$ cat src/rtl/overwriting_ring_buffer_deque_defines.svh
// Assertion macros for the overwriting ring buffer deque.
`ifndef OVERWRITING_RING_BUFFER_DEQUE_DEFINES_SVH
`define OVERWRITING_RING_BUFFER_DEQUE_DEFINES_SVH

// Same-cycle implication, inactive during reset.
`define ORBD_ASSERT_NOW(label, clk, rst, ante, cons, msg) \
  label: assert property (@(posedge clk) disable iff (rst) (ante) |-> (cons)) \
    else $error(msg);

// Next-cycle implication, inactive during reset.
`define ORBD_ASSERT_NEXT(label, clk, rst, ante, cons, msg) \
  label: assert property (@(posedge clk) disable iff (rst) (ante) |=> (cons)) \
    else $error(msg);

`endif

$ cat src/rtl/orbd_pkg.sv
// Shared types and constants for the overwriting ring buffer deque.
package orbd_pkg;

  localparam int DEPTH_DEFAULT = 16;
  localparam int CAP_W         = 5;
  localparam int CAP_RESET_VAL = 16;
  localparam int WORD_W        = 32;

  localparam logic [1:0] MODE_PUSH      = 2'd0;
  localparam logic [1:0] MODE_POP_FRONT = 2'd1;
  localparam logic [1:0] MODE_POP_BACK  = 2'd2;

  typedef struct packed {
    logic [1:0]               mode;
    logic signed [WORD_W-1:0] push_value;
  } req_t;

  typedef struct packed {
    logic signed [WORD_W-1:0] pop_value;
    logic                     status;
    logic                     overwrote;
    logic                     now_empty;
    logic                     now_full;
  } rsp_t;

endpackage

$ cat src/rtl/overwriting_ring_buffer_deque.sv
// Top level of the overwriting ring buffer deque: pointers, flags and entry RAM.
// Each accepted request gives its result, strobed by done, in the cycle
// after acceptance, through the registered RAM read and result flags.
// Throughput: one request per cycle while busy is low; busy is high during reset and capacity writes.
// Reset: synchronous; clears pointers and full flag, sets capacity to its
// default; entry RAM contents stay undefined until written.
`include "overwriting_ring_buffer_deque_defines.svh"

module overwriting_ring_buffer_deque #(
  parameter int DEPTH = orbd_pkg::DEPTH_DEFAULT
) (
  input  logic                          clk,
  input  logic                          rst,
  input  logic                          start,
  output logic                          busy,
  input  orbd_pkg::req_t                req,
  output logic                          done,
  output orbd_pkg::rsp_t                rsp,
  input  logic                          cfg_we,
  input  logic [orbd_pkg::CAP_W-1:0]    cfg_wdata
);

  localparam int CAP_W = orbd_pkg::CAP_W;
  localparam int IDX_W = (DEPTH > 1) ? $clog2(DEPTH) : 1;
  localparam int PW    = ((IDX_W > CAP_W) ? IDX_W : CAP_W) + 1;
  localparam logic [CAP_W-1:0] CAP_RESET =
    CAP_W'((DEPTH < orbd_pkg::CAP_RESET_VAL) ? DEPTH : orbd_pkg::CAP_RESET_VAL);

  function automatic logic [IDX_W-1:0] ring_next(input logic [IDX_W-1:0] i,
                                                 input logic [CAP_W-1:0] c);
    logic [PW-1:0] s;
    s = PW'(i) + PW'(1);
    return (s >= PW'(c)) ? '0 : s[IDX_W-1:0];
  endfunction

  function automatic logic [IDX_W-1:0] ring_prev(input logic [IDX_W-1:0] i,
                                                 input logic [CAP_W-1:0] c);
    logic [PW-1:0] s;
    s = PW'(c) - PW'(1);
    return (i == '0) ? s[IDX_W-1:0] : i - IDX_W'(1);
  endfunction

  logic [IDX_W-1:0] front, front_next;
  logic [IDX_W-1:0] back, back_next;
  logic             full, full_next;
  logic [CAP_W-1:0] cap, cap_next;

  logic             accept;
  logic             empty;
  logic             we;
  logic [IDX_W-1:0] raddr;
  logic             pop_hit, pop_hit_next;
  logic             status_next, ovw_next;
  logic [PW-1:0]    cfg_ext;
  logic [orbd_pkg::WORD_W-1:0] rdata;

  logic pop_hit_q, status_q, ovw_q, empty_q, full_q;

  assign busy   = rst || cfg_we;
  assign accept = start && !busy;
  assign empty  = !full && (front == back);

  always_comb begin
    front_next   = front;
    back_next    = back;
    full_next    = full;
    we           = 1'b0;
    raddr        = front;
    pop_hit_next = 1'b0;
    status_next  = 1'b0;
    ovw_next     = 1'b0;
    if (accept) begin
      unique case (req.mode)
        orbd_pkg::MODE_PUSH: begin
          if (full) begin
            front_next = ring_next(front, cap);
            ovw_next   = 1'b1;
          end
          we        = 1'b1;
          back_next = ring_next(back, cap);
          full_next = (back_next == front_next);
        end
        orbd_pkg::MODE_POP_FRONT: begin
          if (empty) begin
            status_next = 1'b1;
          end else begin
            raddr        = front;
            pop_hit_next = 1'b1;
            front_next   = ring_next(front, cap);
            full_next    = 1'b0;
          end
        end
        orbd_pkg::MODE_POP_BACK: begin
          if (empty) begin
            status_next = 1'b1;
          end else begin
            back_next    = ring_prev(back, cap);
            raddr        = back_next;
            pop_hit_next = 1'b1;
            full_next    = 1'b0;
          end
        end
        default: begin
        end
      endcase
    end
  end

  assign pop_hit = pop_hit_next;

  always_comb begin
    cfg_ext = PW'(cfg_wdata);
    if (cfg_ext == '0) begin
      cap_next = CAP_W'(1);
    end else if (cfg_ext > PW'(DEPTH)) begin
      cap_next = CAP_W'(DEPTH);
    end else begin
      cap_next = cfg_wdata;
    end
  end

  always_ff @(posedge clk) begin
    if (rst) begin
      front <= '0;
      back  <= '0;
      full  <= 1'b0;
      cap   <= CAP_RESET;
      done  <= 1'b0;
    end else if (cfg_we) begin
      front <= '0;
      back  <= '0;
      full  <= 1'b0;
      cap   <= cap_next;
      done  <= 1'b0;
    end else begin
      front <= front_next;
      back  <= back_next;
      full  <= full_next;
      done  <= accept;
    end
  end

  always_ff @(posedge clk) begin
    pop_hit_q <= pop_hit;
    status_q  <= status_next;
    ovw_q     <= ovw_next;
    empty_q   <= !full_next && (front_next == back_next);
    full_q    <= full_next;
  end

  orbd_ram #(
    .WIDTH(orbd_pkg::WORD_W),
    .DEPTH(DEPTH)
  ) u_ram (
    .clk  (clk),
    .we   (we),
    .waddr(back),
    .wdata(req.push_value),
    .raddr(raddr),
    .rdata(rdata)
  );

  always_comb begin
    rsp.pop_value = pop_hit_q ? $signed(rdata) : '0;
    rsp.status    = status_q;
    rsp.overwrote = ovw_q;
    rsp.now_empty = empty_q;
    rsp.now_full  = full_q;
  end

  `ORBD_ASSERT_NOW(a_done_follows_accept, clk, rst, 1'b1, done == $past(accept),
    "result strobe does not match previous request")
  `ORBD_ASSERT_NOW(a_ptr_in_range, clk, rst, 1'b1,
    (PW'(front) < PW'(cap)) && (PW'(back) < PW'(cap)), "pointer beyond capacity")
  `ORBD_ASSERT_NOW(a_full_ptrs_meet, clk, rst, full, front == back,
    "full flag set with pointers apart")
  `ORBD_ASSERT_NEXT(a_cfg_empties, clk, rst, cfg_we, !full && (front == back),
    "capacity write did not empty buffer")
  `ORBD_ASSERT_NOW(a_empty_pop_zero, clk, rst, done && rsp.status,
    (rsp.pop_value == '0) && !rsp.overwrote && rsp.now_empty,
    "failed pop returned data or wrong flags")

endmodule

$ cat src/rtl/orbd_ram.sv
// Generic single-write, single-read RAM with registered read data.
module orbd_ram #(
  parameter int WIDTH = orbd_pkg::WORD_W,
  parameter int DEPTH = orbd_pkg::DEPTH_DEFAULT,
  localparam int AW = (DEPTH > 1) ? $clog2(DEPTH) : 1
) (
  input  logic             clk,
  input  logic             we,
  input  logic [AW-1:0]    waddr,
  input  logic [WIDTH-1:0] wdata,
  input  logic [AW-1:0]    raddr,
  output logic [WIDTH-1:0] rdata
);

  logic [WIDTH-1:0] mem [DEPTH];

  always_ff @(posedge clk) begin
    if (we) begin
      mem[waddr] <= wdata;
    end
    rdata <= mem[raddr];
  end

endmodule

$ cat config.mk
export PLATFORM = sky130hd
export DESIGN_NAME = overwriting_ring_buffer_deque
export DESIGN_NICKNAME = d
export VERILOG_FILES = /design/src/rtl/orbd_pkg.sv /design/src/rtl/overwriting_ring_buffer_deque.sv /design/src/rtl/orbd_ram.sv
export VERILOG_INCLUDE_DIRS = /design/src /design/src/rtl
export SDC_FILE = /design/constraint.sdc
export NUM_CORES = 1
export LEC_CHECK = 0
export ABC_CLOCK_PERIOD_IN_PS = 3200
export BUFFER_PORTS_ARGS = -buffer_cell sky130_fd_sc_hd__buf_4
export CAP_MARGIN = 0
export CORE_AREA = 2 2 228 208
export DETAILED_ROUTE_END_ITERATION = 7
export DIE_AREA = 0 0 230 210
export PLACE_DENSITY = 0.66
export RECOVER_POWER = 25
export SETUP_SLACK_MARGIN = 0.5
export SLEW_MARGIN = 10
export SYNTH_ARGS = -nofsm -noshare
export SYNTH_HDL_FRONTEND = slang
export SYNTH_SLANG_ARGS = --single-unit
$ cat constraint.sdc
create_clock -name clk -period 3.2 [get_ports clk]
set_input_delay 0 -clock clk [delete_from_list [all_inputs] [get_ports clk]]
set_output_delay 0 -clock clk [all_outputs]
set_load 0.05 [all_outputs]
; Yosys cells after proc, flatten, opt, wreduce, memory -nomap -nowiden
; Memory sizes are Yosys's and may differ from the RTL's. A register that Yosys moved wholly into a read port is not among the register bits.
; Index checks and enable logic that the tools add are counted.
[totals]
regBits = 20
mem_bits_rw = 512
in_bits = 43
output_inout_bits = 38
elab_cells = 65
n_memories = 1
[classes]
addsub = 4
n_lt_le_gt_ge = 3
eq_ne = 5
muxes = 28
n_reduce_logical = 14
[mem_list]
columns = memory, depth, width, rd, rd_clocked_by_memory_dff, wr, line
row1 = u_ram.mem, 16, 32, 1, 1, 1, orbd_ram.sv:15  ; logic [WIDTH-1:0] mem [DEPTH];
[op_table]
columns = cell, count
row1 = 2-to-1 mux 4 bit, 13
row2 = 2-to-1 mux 32 bit, 1
row3 = one-hot mux 4 bit (2 select lines), 2
row4 = == test 4 bit, 3
row5 = adder 4 x 1 -> 5 bit (second input constant), 2
row6 = >= comparator 5 bit, 2
row7 = 2-to-1 mux 5 bit, 2
row8 = 2-to-1 mux 1 bit, 9
row9 = subtractor 4 x 1 -> 4 bit (second input constant), 2
row10 = greater-than comparator 5 bit (second input constant), 1
row11 = zero test 5 bit, 1
row12 = zero test 4 bit, 1
row13 = AND reduction 2 bit, 2
row14 = OR reduction 2 bit, 2
row15 = logical AND 1 bit, 3
row16 = zero test 1 bit, 3
row17 = == test 2 x 1 -> 1 bit (second input constant), 1
row18 = == test 2 bit (second input constant), 1
row19 = zero test 2 bit, 1
row20 = one-hot mux 1 bit (2 select lines), 1
row21 = logical OR 1 bit, 1

; Depth between registers and ports, before layout
; Gate-level depths: netlist of run 1.
[logic_depth]
depth_word = 11
ltp_mapped = 15
ltp_nobuf = 14

; Cells and area by module
; From an unflattened synthesis of run 1, not the netlist that was laid out.
[hier_totals]
cells_unflattened = 1097
hier_area_um2 = 21941.0
[modules_own_cells]
columns = mod, n_inst, cells_per_inst, area_each_um2, seq_area_each_um2
row1 = orbd_ram, 1, 838, 19835.3, 16015.4
row2 = overwriting_ring_buffer_deque, 1, 259, 2105.8, 400.4

; Worst setup path after synthesis of run 1
; Ideal clock, no wire load.
[synth_timing]
path_kind = reg2reg
startpoint = register back[0]
endpoint = register u_ram.rdata[3], read port of u_ram.mem
setup_time_ns = 0.122
t_arrival_ns = 2.771
required_ns = 3.078
path_slack_ns = 0.307
path_stages_with_launch = 16
n_path_buf = 3
synth_period_minus_slack_ns = 2.893
cell_sequence = dfxtp_1 -> buf_2 -> inv_1 -> ha_1 -> nor3b_2 -> mux2_1 -> inv_1 -> ha_1 -> and2_1 -> a221oi_1 -> mux2i_1 -> and2_1 -> buf_2 -> clkbuf_1 -> nand3_1 -> nand3_1
[synth_between]
elab_chain_len = 5
word_cells_on_any_way = 8
classes_between = 1 x add/sub / 1 x eq/ne / 4 x mux / 2 x reduce/logical
[synth_lines]
columns = element, line
row1 = from (decl), overwriting_ring_buffer_deque.sv:44  ; logic [IDX_W-1:0] back, back_next;
row2 = from (signal assigned), overwriting_ring_buffer_deque.sv:137  ; back <= back_next;
row3 = "subtractor 4 x 1 -> 4 bit, or another cell as far along", overwriting_ring_buffer_deque.sv:40  ; return (i == '0) ? s[IDX_W-1:0] : i - IDX_W'(1);
row4 = 2-to-1 mux 4 bit / logical AND 1 bit (equally long branches), "overwriting_ring_buffer_deque.sv:40, overwriting_ring_buffer_deque.sv:61"
row5 = 2-to-1 mux 4 bit (*), overwriting_ring_buffer_deque.sv:94  ; if (empty) begin
row6 = 2-to-1 mux 4 bit (*), n/a
row7 = 2-to-1 mux 4 bit (*), overwriting_ring_buffer_deque.sv:72  ; if (accept) begin
row8 = to (decl), orbd_ram.sv:12  ; output logic [WIDTH-1:0] rdata
; Every way passes the cells marked *; elsewhere a longest branch is shown, timed or not.
; A chain may end at the register's enable or synchronous reset.

; Worst setup path after layout of run 1
[layout_timing]
startpoint = register back[0]
endpoint = register u_ram.rdata[28], read port of u_ram.mem
; Same word-level chain as after synthesis.

==> flow_summary.yaml, run 1 <==
clocking:
  cts-root-buf: "clkbuf_16"
  cts_tree: "done"
  cts_max_level: 2
  cts_buffer_depth: 3
  cts.sink_count: 564
  clk_pin_slew_ps: 70
  numCtsBuffers: 55
  clk_latency_ps: 620
synth:
  synthFlopType: "edfxtp_1"
  synth_warnings: 0
  syn_avg_cell_area_um2: 13.16
  netlist_area_um2: 22760
  synth_seq_cells: 564
  ys_seq_area_frac: 0.7212
  syn_inst: 1729
  synth_nets: 1792
  synthArstFlopShare: 0
  synth_edf_count: 512
  synth_cell_types: 62
die:
  die_w_um: 230
  dieArea_um2: 48300
  core-area_um2: 45980
  placement_rows: 75
  ios: 81
  start_util: 0.4950
  die_h_um: 210
sta:
  min_period_over_period: 0.8720
  worst_slew_pin_slew_ps: 831.1
  finalCriticalPeriod_ps: 2791
  rsz0062_at_grt: "true"
  relSlewSlack: 0.4452
  maxSlewViolCount: 0
  fin_tns_setup_ps: 0
  fmax_mhz: 358.4
  finalWorstSetupSlack_ps: 409.5
  timing.hold.ws_ps: 136.5
  setup_viol: 0
  finalHoldViolCount: 0
  finalClockSkew_ps: 20.79
critical_path:
  startpoint_type: "register"
  critPathRequiredTime_ps: 3700
  cp-end-kind: "register"
  reg2reg_depth: 16
  path_class: "reg -> reg"
  crit_arrival_ps: 3290
  crit_fanout: 5
drt:
  first_iter_violations: 1835
  routed_wl_mm: 60.71
  wl_per_cell_um: 23.36
  dr.pass1.iters: 6
  routed_via_density: 5.709
  vias: 14840
  detail_route.drc_violations: 0
  postRouteAntennaNets: 0
cells_and_area:
  drive_gt1_frac: 0.1872
  nNetsFinal: 1999
  instances_no_fill: 2599
  utilization: 0.6105
  layout_commonest_cell: "edfxtp_1"
  syn_to_final_growth_pct: 23.33
  final_cell_mix: "edfxtp_1, nand2_1, nand3_1"
  final_area_um2: 28070
placement:
  gp_congestion: 0.8898
  dpl.cell_count: 2399
  dp_hpwl_mm: 31.00
  post-place-ws_ps: 229.2
  numPortBuffers: 80
  dpl_cell_area_um2: 24740
grt:
  grt_overflow: 0
  antenna_found_initial: 1
  grt_pass1_wl_mm: 86.73
  globalRouteMet2Util: 0.3874
  use_met3: 0.03274
  grt_start_max_net_pins: 50
  use_met1: 0.3437
  grt_pass1_vias: 14110
  grtUsageTotal: 0.2394
  grt-busiest-layer: "met2"
hold_path:
  hp-class: "in -> reg"
  holdPathStages: 3
status:
  status: "finished clean"
power_and_ir_drop:
  power_mw: 14.67
  p_per_area_nw_per_um2: 522.7
  p_leak_nw: 10.32
  peakVddDrop_uv: 418.7
flow_run:
  maxCapViolCount: 0
[worst max-delay path, cell delays in order, from the launching register on]
cell and delay, ps:
dfxtp_4 360, inv_4 70, ha_4 120, nor3b_4 220, mux2_4 350, inv_4 70
ha_4 140, and2_4 150, a221oi_4 70, buf_4 150, mux2i_2 170, buf_4 150
nor2_4 30, buf_12 140, clkbuf_16 170, a32oi_2 190, nand3_1 120
[where the power goes]
group          internal, mW  total [mW]  leakage (nW)  switching [mW]
Combinational         0.102       0.265          4.43           0.163
Clock                  3.65        6.37         0.849            2.72
Sequential             8.03        8.04          5.04         0.00711
[flip-flops by register name, indices dropped and copies added, names as in the netlist]
name,flops
full_q,1
back,4
status_q,1
ovw_q,1
cap,5
full,1
pop_hit_q,1
u_ram.mem,512
u_ram.rdata,32
done,1
front,4
empty_q,1
[cell type report]
class | count | area [µm²]
Timing Repair Buffer | 253 | 2776
Inverter | 20 | 80.08
Antenna cell | 1 | 2.502
Clock inverter | 20 | 212.7
Clock buffer | 83 | 1543
Sequential cell | 564 | 16440
Tap cell | 616 | 770.7
Fill cell | 3504 | 17910
Multi-Input combinational cell | 1042 | 6251
[worst paths after layout]
path / slack [ps] / to / start
max: 410 / u_ram.rdata[28] / back[0]
min: 140 / cap[3] / rst
max reg2reg: 410 / u_ram.rdata[28] / back[0]
min reg2reg: 590 / u_ram.rdata[30] / u_ram.mem[15][30]
[Yosys cell counts, types with 5 or more instances]
library cell / instances / area, µm²
edfxtp_1: 512 / 15370
nand2_1: 401 / 1505
nand3_1: 290 / 1451
mux2i_1: 98 / 980.9
and2_1: 53 / 331.6
dfxtp_1: 52 / 1041
buf_2: 44 / 220.2
clkbuf_1: 41 / 153.9
a32oi_1: 33 / 289.0
nor2_1: 33 / 123.9
ha_1: 20 / 250.2
inv_1: 17 / 63.81
a21oi_1: 12 / 60.06
buf_4: 11 / 82.58
nor3_1: 9 / 45.04
o21ai_0: 9 / 45.04
xor2_1: 9 / 78.83
a2bb2oi_1: 6 / 52.55
and3_1: 5 / 31.28
buf_1: 5 / 18.77
[cells by family after synthesis]
group / share of synthesized area
DFF: 0.7212
AOI/OAI and AO/OA: 0.03139
adders and majority gates: 0.01099
xor gates and xnor gates: 0.005002
and+or+nand+nor: 0.1603
muxes: 0.04540
buffers and inverters: 0.02567
[layer usage]
metal	vias to the layer above	part of all wire
met5	-	0
met4	0	0.022
met3	81	0.080
met2	626	0.47
met1	7398	0.42
li1	6733	-
[timing repair]
action,4_1_cts,5_1_grt
hold endpoints to repair,531,0
buffers inserted,10,22
endpoints found under the setup margin,35,35
hold buffers,46,0
pin swaps,12,52
resized for setup,42,68
gates cloned,3,15
Power figures use the tool's default switching activity.
==> inputs of run 2 (changes only) <==
--- a/config.mk
+++ b/config.mk
@@ -12,7 +12,7 @@
 export CORE_AREA = 2 2 228 208
 export DETAILED_ROUTE_END_ITERATION = 7
 export DIE_AREA = 0 0 230 210
-export PLACE_DENSITY = 0.66
+export PLACE_DENSITY = 0.73
 export RECOVER_POWER = 25
 export SETUP_SLACK_MARGIN = 0.5
 export SLEW_MARGIN = 10
==> flow_summary.yaml, run 2 (synthesis results as in run 1) <==
grt:
  grt_pass1_wl_mm: 88.46
  grt_start_max_net_pins: 73
  grt_pass1_vias: 14970
  grtUsageTotal: 0.2407
  antenna_found_initial: 1
  grt_overflow: 0
status:
  status: "finished clean"
sta:
  timing.hold.ws_ps: 185.6
  maxSlewViolCount: 0
  relSlewSlack: 0.3080
  rsz0062_at_grt: "true"
  finalClockSkew_ps: 21.40
  fin_tns_setup_ps: 0
  finalCriticalPeriod_ps: 2693
  finalWorstSetupSlack_ps: 506.6
  finalHoldViolCount: 0
  min_period_over_period: 0.8417
  setup_viol: 0
  worst_slew_pin_slew_ps: 1037
  fmax_mhz: 371.3
cells_and_area:
  syn_to_final_growth_pct: 23.00
  top_regs: "u_ram.mem x512, u_ram.rdata x32, cap x5"
  fillCellCount: 3438
  regMostFlops: "u_ram.mem"
  layout_commonest_cell: "edfxtp_1"
  nNetsFinal: 2010
  final_area_um2: 28000
  final_cell_mix: "edfxtp_1, nand2_1, nand3_1"
  largest_reg_flops: 512
  drive_gt1_frac: 0.1937
  multi_input_area_um2: 6312
  instances_no_fill: 2605
  regArea_um2: 16430
clocking:
  clk_pin_slew_ps: 60
  cts_max_level: 2
  cts.sink_count: 564
  cts-root-buf: "clkbuf_16"
  cts_tree: "done"
  cts_buffer_depth: 3
  clk_latency_ps: 600
  numCtsBuffers: 53
critical_path:
  path_class: "reg -> reg"
  crit_path_cell_trace: "buf_4 -> ha_4 -> buf_4 -> and3_4 -> ha_4 -> a21o_1 -> a311oi_2 -> a32oi_2 -> nor2_1 -> xnor2_1 -> o211ai_1 -> nor4_1"
  crit_arrival_ps: 3190
  startpoint_type: "register"
  critPathRequiredTime_ps: 3700
  crit_slowest_cell: "a311oi_2"
  path_delay_family: "compound AO/OA/AOI/OAI gates"
  crit_fanout: 7
  critPathBufInv: 2
  cp-end-kind: "register"
  max_stage_delay_ps: 360
drt:
  dr.pass1.iters: 7
  wl_per_cell_um: 22.83
  vias: 15140
  routed_via_density: 5.812
  routed_wl_mm: 59.46
  first_iter_violations: 1992
  postRouteAntennaNets: 0
  detail_route.drc_violations: 0
power_and_ir_drop:
  peakVddDrop_uv: 430.1
  p_per_area_nw_per_um2: 518.0
  p_leak_nw: 10.31
flow_run:
  maxCapViolCount: 0
die:
  start_util: 0.4950
  placement_rows: 75
  core-area_um2: 45980
  die_h_um: 210
  die_w_um: 230
  dieArea_um2: 48300
  ios: 81
placement:
  dpl_cell_area_um2: 24780
  dpl.cell_count: 2411
  numPortBuffers: 80
  post-place-ws_ps: 106.7
  dp_hpwl_mm: 31.38
  gp_congestion: 0.8796
hold_path:
  hp-class: "in -> reg"
==> run 2: worst paths after layout <==
check	startpoint	endpoint	slack, ps	cells after the start
worst max-delay path	back[1]	empty_q	510	12
worst min-delay path	rst	cap[2]	190	3
worst max register to register	back[1]	empty_q	510	12
worst min register to register	u_ram.mem[9][9]	u_ram.rdata[9]	590	4
==> run 2: metal layers <==
| layer | global-route usage | routed length (µm) | up-vias |
|---|---|---|---|
| met3 | 0.03761 | 5006 | 116 |
| met5 | 0 | 0 | - |
| met4 | 0.07853 | 1544 | 0 |
| li1 | - | - | 6749 |
| met1 | 0.3307 | 23540 | 7561 |
| met2 | 0.3964 | 29370 | 715 |
==> run 2: where the power goes <==
group / switching [mW] / leakage (nW) / total (mW) / internal [mW]
registers: 0.00719 / 5.04 / 8.04 / 8.03
logic: 0.166 / 4.44 / 0.270 / 0.104
clock network: 2.67 / 0.839 / 6.19 / 3.52
total: 2.84 / 10.3 / 14.5 / 11.7
==> run 2: cell type report <==
| type | count | share of cell area |
|---|---|---|
| Antenna cell | 1 | 0.00008938 |
| Multi-Input combinational cell | 1043 | 0.2255 |
| Tap cell | 616 | 0.02753 |
| Sequential cell | 564 | 0.5867 |
| Inverter | 20 | 0.002771 |
| Clock buffer | 64 | 0.05028 |
| Timing Repair Buffer | 265 | 0.09693 |
| Clock inverter | 32 | 0.01019 |
==> run 2: worst register-to-register path, stage by stage, from the launching register on <==
cell and delay [ps]:
dfxtp_1 320, buf_4 170, ha_4 170, buf_4 150
and3_4 190, ha_4 240, a21o_1 210, a311oi_2 360
a32oi_2 180, nor2_1 170, xnor2_1 140, o211ai_1 110
nor4_1 210
==> run 2: stage by stage <==
stage	total power [mW]	util
finish	14.50	0.6089
global route	14.87	0.6088
CTS	14.57	0.5952
detailed placement	8.409	0.5389
global placement	8.399	0.5389
floorplan	8.261	-
==> run 2: repair_timing <==
| action | CTS | global route |
|---|---|---|
| pin swaps | 9 | 22 |
| endpoints found under the setup margin | 35 | 35 |
| cloned | 5 | 5 |
| resized for setup | 41 | 66 |
| hold endpoints to repair | 531 | 0 |
| hold buffers | 46 | 0 |
| setup buffers | 14 | 27 |
==> inputs of run 3 (changes only) <==
--- a/config.mk
+++ b/config.mk
@@ -6,13 +6,13 @@
 export SDC_FILE = /design/constraint.sdc
 export NUM_CORES = 1
 export LEC_CHECK = 0
-export ABC_CLOCK_PERIOD_IN_PS = 3200
+export ABC_CLOCK_PERIOD_IN_PS = 2300
 export BUFFER_PORTS_ARGS = -buffer_cell sky130_fd_sc_hd__buf_4
 export CAP_MARGIN = 0
 export CORE_AREA = 2 2 228 208
 export DETAILED_ROUTE_END_ITERATION = 7
 export DIE_AREA = 0 0 230 210
-export PLACE_DENSITY = 0.73
+export PLACE_DENSITY = 0.76
 export RECOVER_POWER = 25
 export SETUP_SLACK_MARGIN = 0.5
 export SLEW_MARGIN = 10
==> constraint.sdc (replaced) <==
create_clock -name clk -period 2.3 [get_ports clk]
set_input_delay 0 -clock clk [delete_from_list [all_inputs] [get_ports clk]]
set_output_delay 0 -clock clk [all_outputs]
set_load 0.05 [all_outputs]
==> flow_summary.yaml, run 3 (synthesis results as in run 1) <==
clocking:
  clk_pin_slew_ps: 60
  cts_max_level: 2
  cts_tree: "done"
  cts_buffer_depth: 3
  numCtsBuffers: 55
  clk_latency_ps: 610
  cts-root-buf: "clkbuf_16"
  cts.sink_count: 564
drt:
  vias: 16030
  wl_per_cell_um: 23.64
  dr.pass1.iters: 8
  routed_via_density: 5.904
  routed_wl_mm: 64.19
  detail_route.drc_violations: 0
  first_iter_violations: 2146
  postRouteAntennaNets: 0
sta:
  setup_viol: 41
  finalHoldViolCount: 0
  finalCriticalPeriod_ps: 2860
  rsz0062_at_grt: "true"
  maxSlewViolCount: 0
  finalClockSkew_ps: 14.78
  finalWorstSetupSlack_ps: -560.1
  min_period_over_period: 1.244
  fmax_mhz: 349.6
  worst_slew_pin_slew_ps: 703.5
  timing.hold.ws_ps: 106.8
  relSlewSlack: 0.5260
critical_path:
  cpMostUsedCell: "buf_6"
  critPathRequiredTime_ps: 2820
  path_delay_family: "buffers and inverters"
  reg2reg_depth: 16
  rr_startpoint: "back[0]"
  critPathBufInv: 7
  rr_endpoint: "back[2]"
  startpoint_type: "register"
  crit_arrival_ps: 3380
  crit_slowest_cell: "dfxtp_4"
  crit_fanout: 5
  r2r_setup_slack_ps: -560
  max_stage_delay_ps: 360
  cp-end-kind: "register"
  path_class: "reg -> reg"
  crit_path_cell_trace: "inv_4 -> ha_4 -> nor3b_4 -> mux2_4 -> inv_4 -> ha_4 -> nor2_2 -> a221oi_4 -> a211o_1 -> a32oi_2 -> buf_4 -> buf_6 -> buf_6 -> buf_6 -> buf_6 -> nor3_2"
cells_and_area:
  syn_to_final_growth_pct: 30.90
  regArea_um2: 16430
  multi_input_area_um2: 6716
  largest_reg_flops: 512
  layout_commonest_cell: "edfxtp_1"
  final_cell_mix: "edfxtp_1, nand2_1, nand3_1"
  instances_no_fill: 2715
  nNetsFinal: 2116
  fillCellCount: 3032
  regMostFlops: "u_ram.mem"
  top_regs: "u_ram.mem x512, u_ram.rdata x32, cap x5"
  drive_gt1_frac: 0.2617
hold_path:
  holdPathStages: 6
  hp-start: "start"
  hold-path-endpoint: "empty_q"
  hp-class: "in -> reg"
die:
  start_util: 0.4950
  die_h_um: 210
  dieArea_um2: 48300
  ios: 81
  core-area_um2: 45980
  placement_rows: 75
  die_w_um: 230
placement:
  dpl.cell_count: 2491
  dp_hpwl_mm: 32.71
  gp_congestion: 0.9034
  post-place-ws_ps: -459.5
  numPortBuffers: 80
grt:
  grt-busiest-layer: "met2"
  grt_start_max_net_pins: 58
  grtUsageTotal: 0.2464
  grt_pass1_wl_mm: 90.20
  globalRouteMet2Util: 0.3991
  antenna_found_initial: 3
  grt_pass1_vias: 15530
  use_met3: 0.04126
  grt_overflow: 0
  use_met1: 0.3323
power_and_ir_drop:
  peakVddDrop_uv: 533.5
  p_int_mw: 16.34
  combinationalPowerShare: 0.021
  power_frac_seq: 0.547
  p_leak_nw: 11.10
  switching_power_mw: 4.110
  p_per_area_nw_per_um2: 686.2
  switching_share: 0.2010
  pwr-share-clk: 0.432
status:
  status: "finished, violations left"
  violations: "negative setup slack"
flow_run:
  maxCapViolCount: 0
## run 3: worst reg2reg max path: stages, from the launching register on
cell and delay, ps:
dfxtp_4 360, inv_4 60, ha_4 120, nor3b_4 220, mux2_4 360, inv_4 80
ha_4 150, nor2_2 50, a221oi_4 300, a211o_1 210, a32oi_2 100, buf_4 180
buf_6 100, buf_6 100, buf_6 100, buf_6 100, nor3_2 160
## run 3: layout make-up
cell class              count  share of cell area
inverters                  20            0.002813
well taps                 616             0.02587
multi-input cells        1043              0.2254
clock buffers              67             0.05047
diodes                      1          0.00008398
repair buffers            369              0.1350
clock inverters            35            0.008860
flip-flops and latches    564              0.5515
## run 3: power by group through the flow
stage | clock network, mW | logic (mW) | registers [mW]
finish | 8.84 | 0.427 | 11.2
detailed placement | 0 | 0.320 | 11.4
global route | 9.27 | 0.463 | 11.2
global placement | 0 | 0.307 | 11.4
CTS | 8.85 | 0.404 | 11.2
floorplan | 0 | 0.0924 | 11.4
## run 3: routing by layer
layer | vias to the layer above | part of all wire
li1 | 6971 | -
met5 | - | 0.00017
met3 | 205 | 0.090
met4 | 2 | 0.044
met1 | 7854 | 0.38
met2 | 998 | 0.48
## run 3: worst max-delay path by stage
stage	start	to	slack (ps)	cells after the start
floorplan	back[0]	u_ram.rdata[1]	-280	15
finish	back[0]	back[2]	-560	16
global route	back[0]	back[2]	-630	16
global placement	back[2]	u_ram.rdata[22]	-350	10
detailed placement	back[2]	u_ram.rdata[15]	-460	11
CTS	front[0]	empty_q	-410	11
## run 3: through the flow
step / power, mW / area [µm²] / utilization / setup TNS, ps
floorplan: 11.50 / 23010 / - / -8988
global placement: 11.71 / 25780 / 0.5607 / -10110
detailed placement: 11.72 / 25780 / 0.5607 / -12940
CTS: 20.44 / 28960 / 0.6299 / -11890
global route: 20.91 / 29790 / 0.6479 / -19160
finish: 20.45 / 29800 / 0.6480 / -15490
## run 3: timing repair
| item | 4_1_cts | 5_1_grt |
|---|---|---|
| pin swaps | 56 | 53 |
| endpoints found under the hold margin | 530 | 3 |
| cloned | 10 | 7 |
| setup buffers | 27 | 30 |
| resized for setup | 91 | 96 |
| endpoints found under the setup margin | 338 | 542 |
| hold buffers | 47 | 1 |
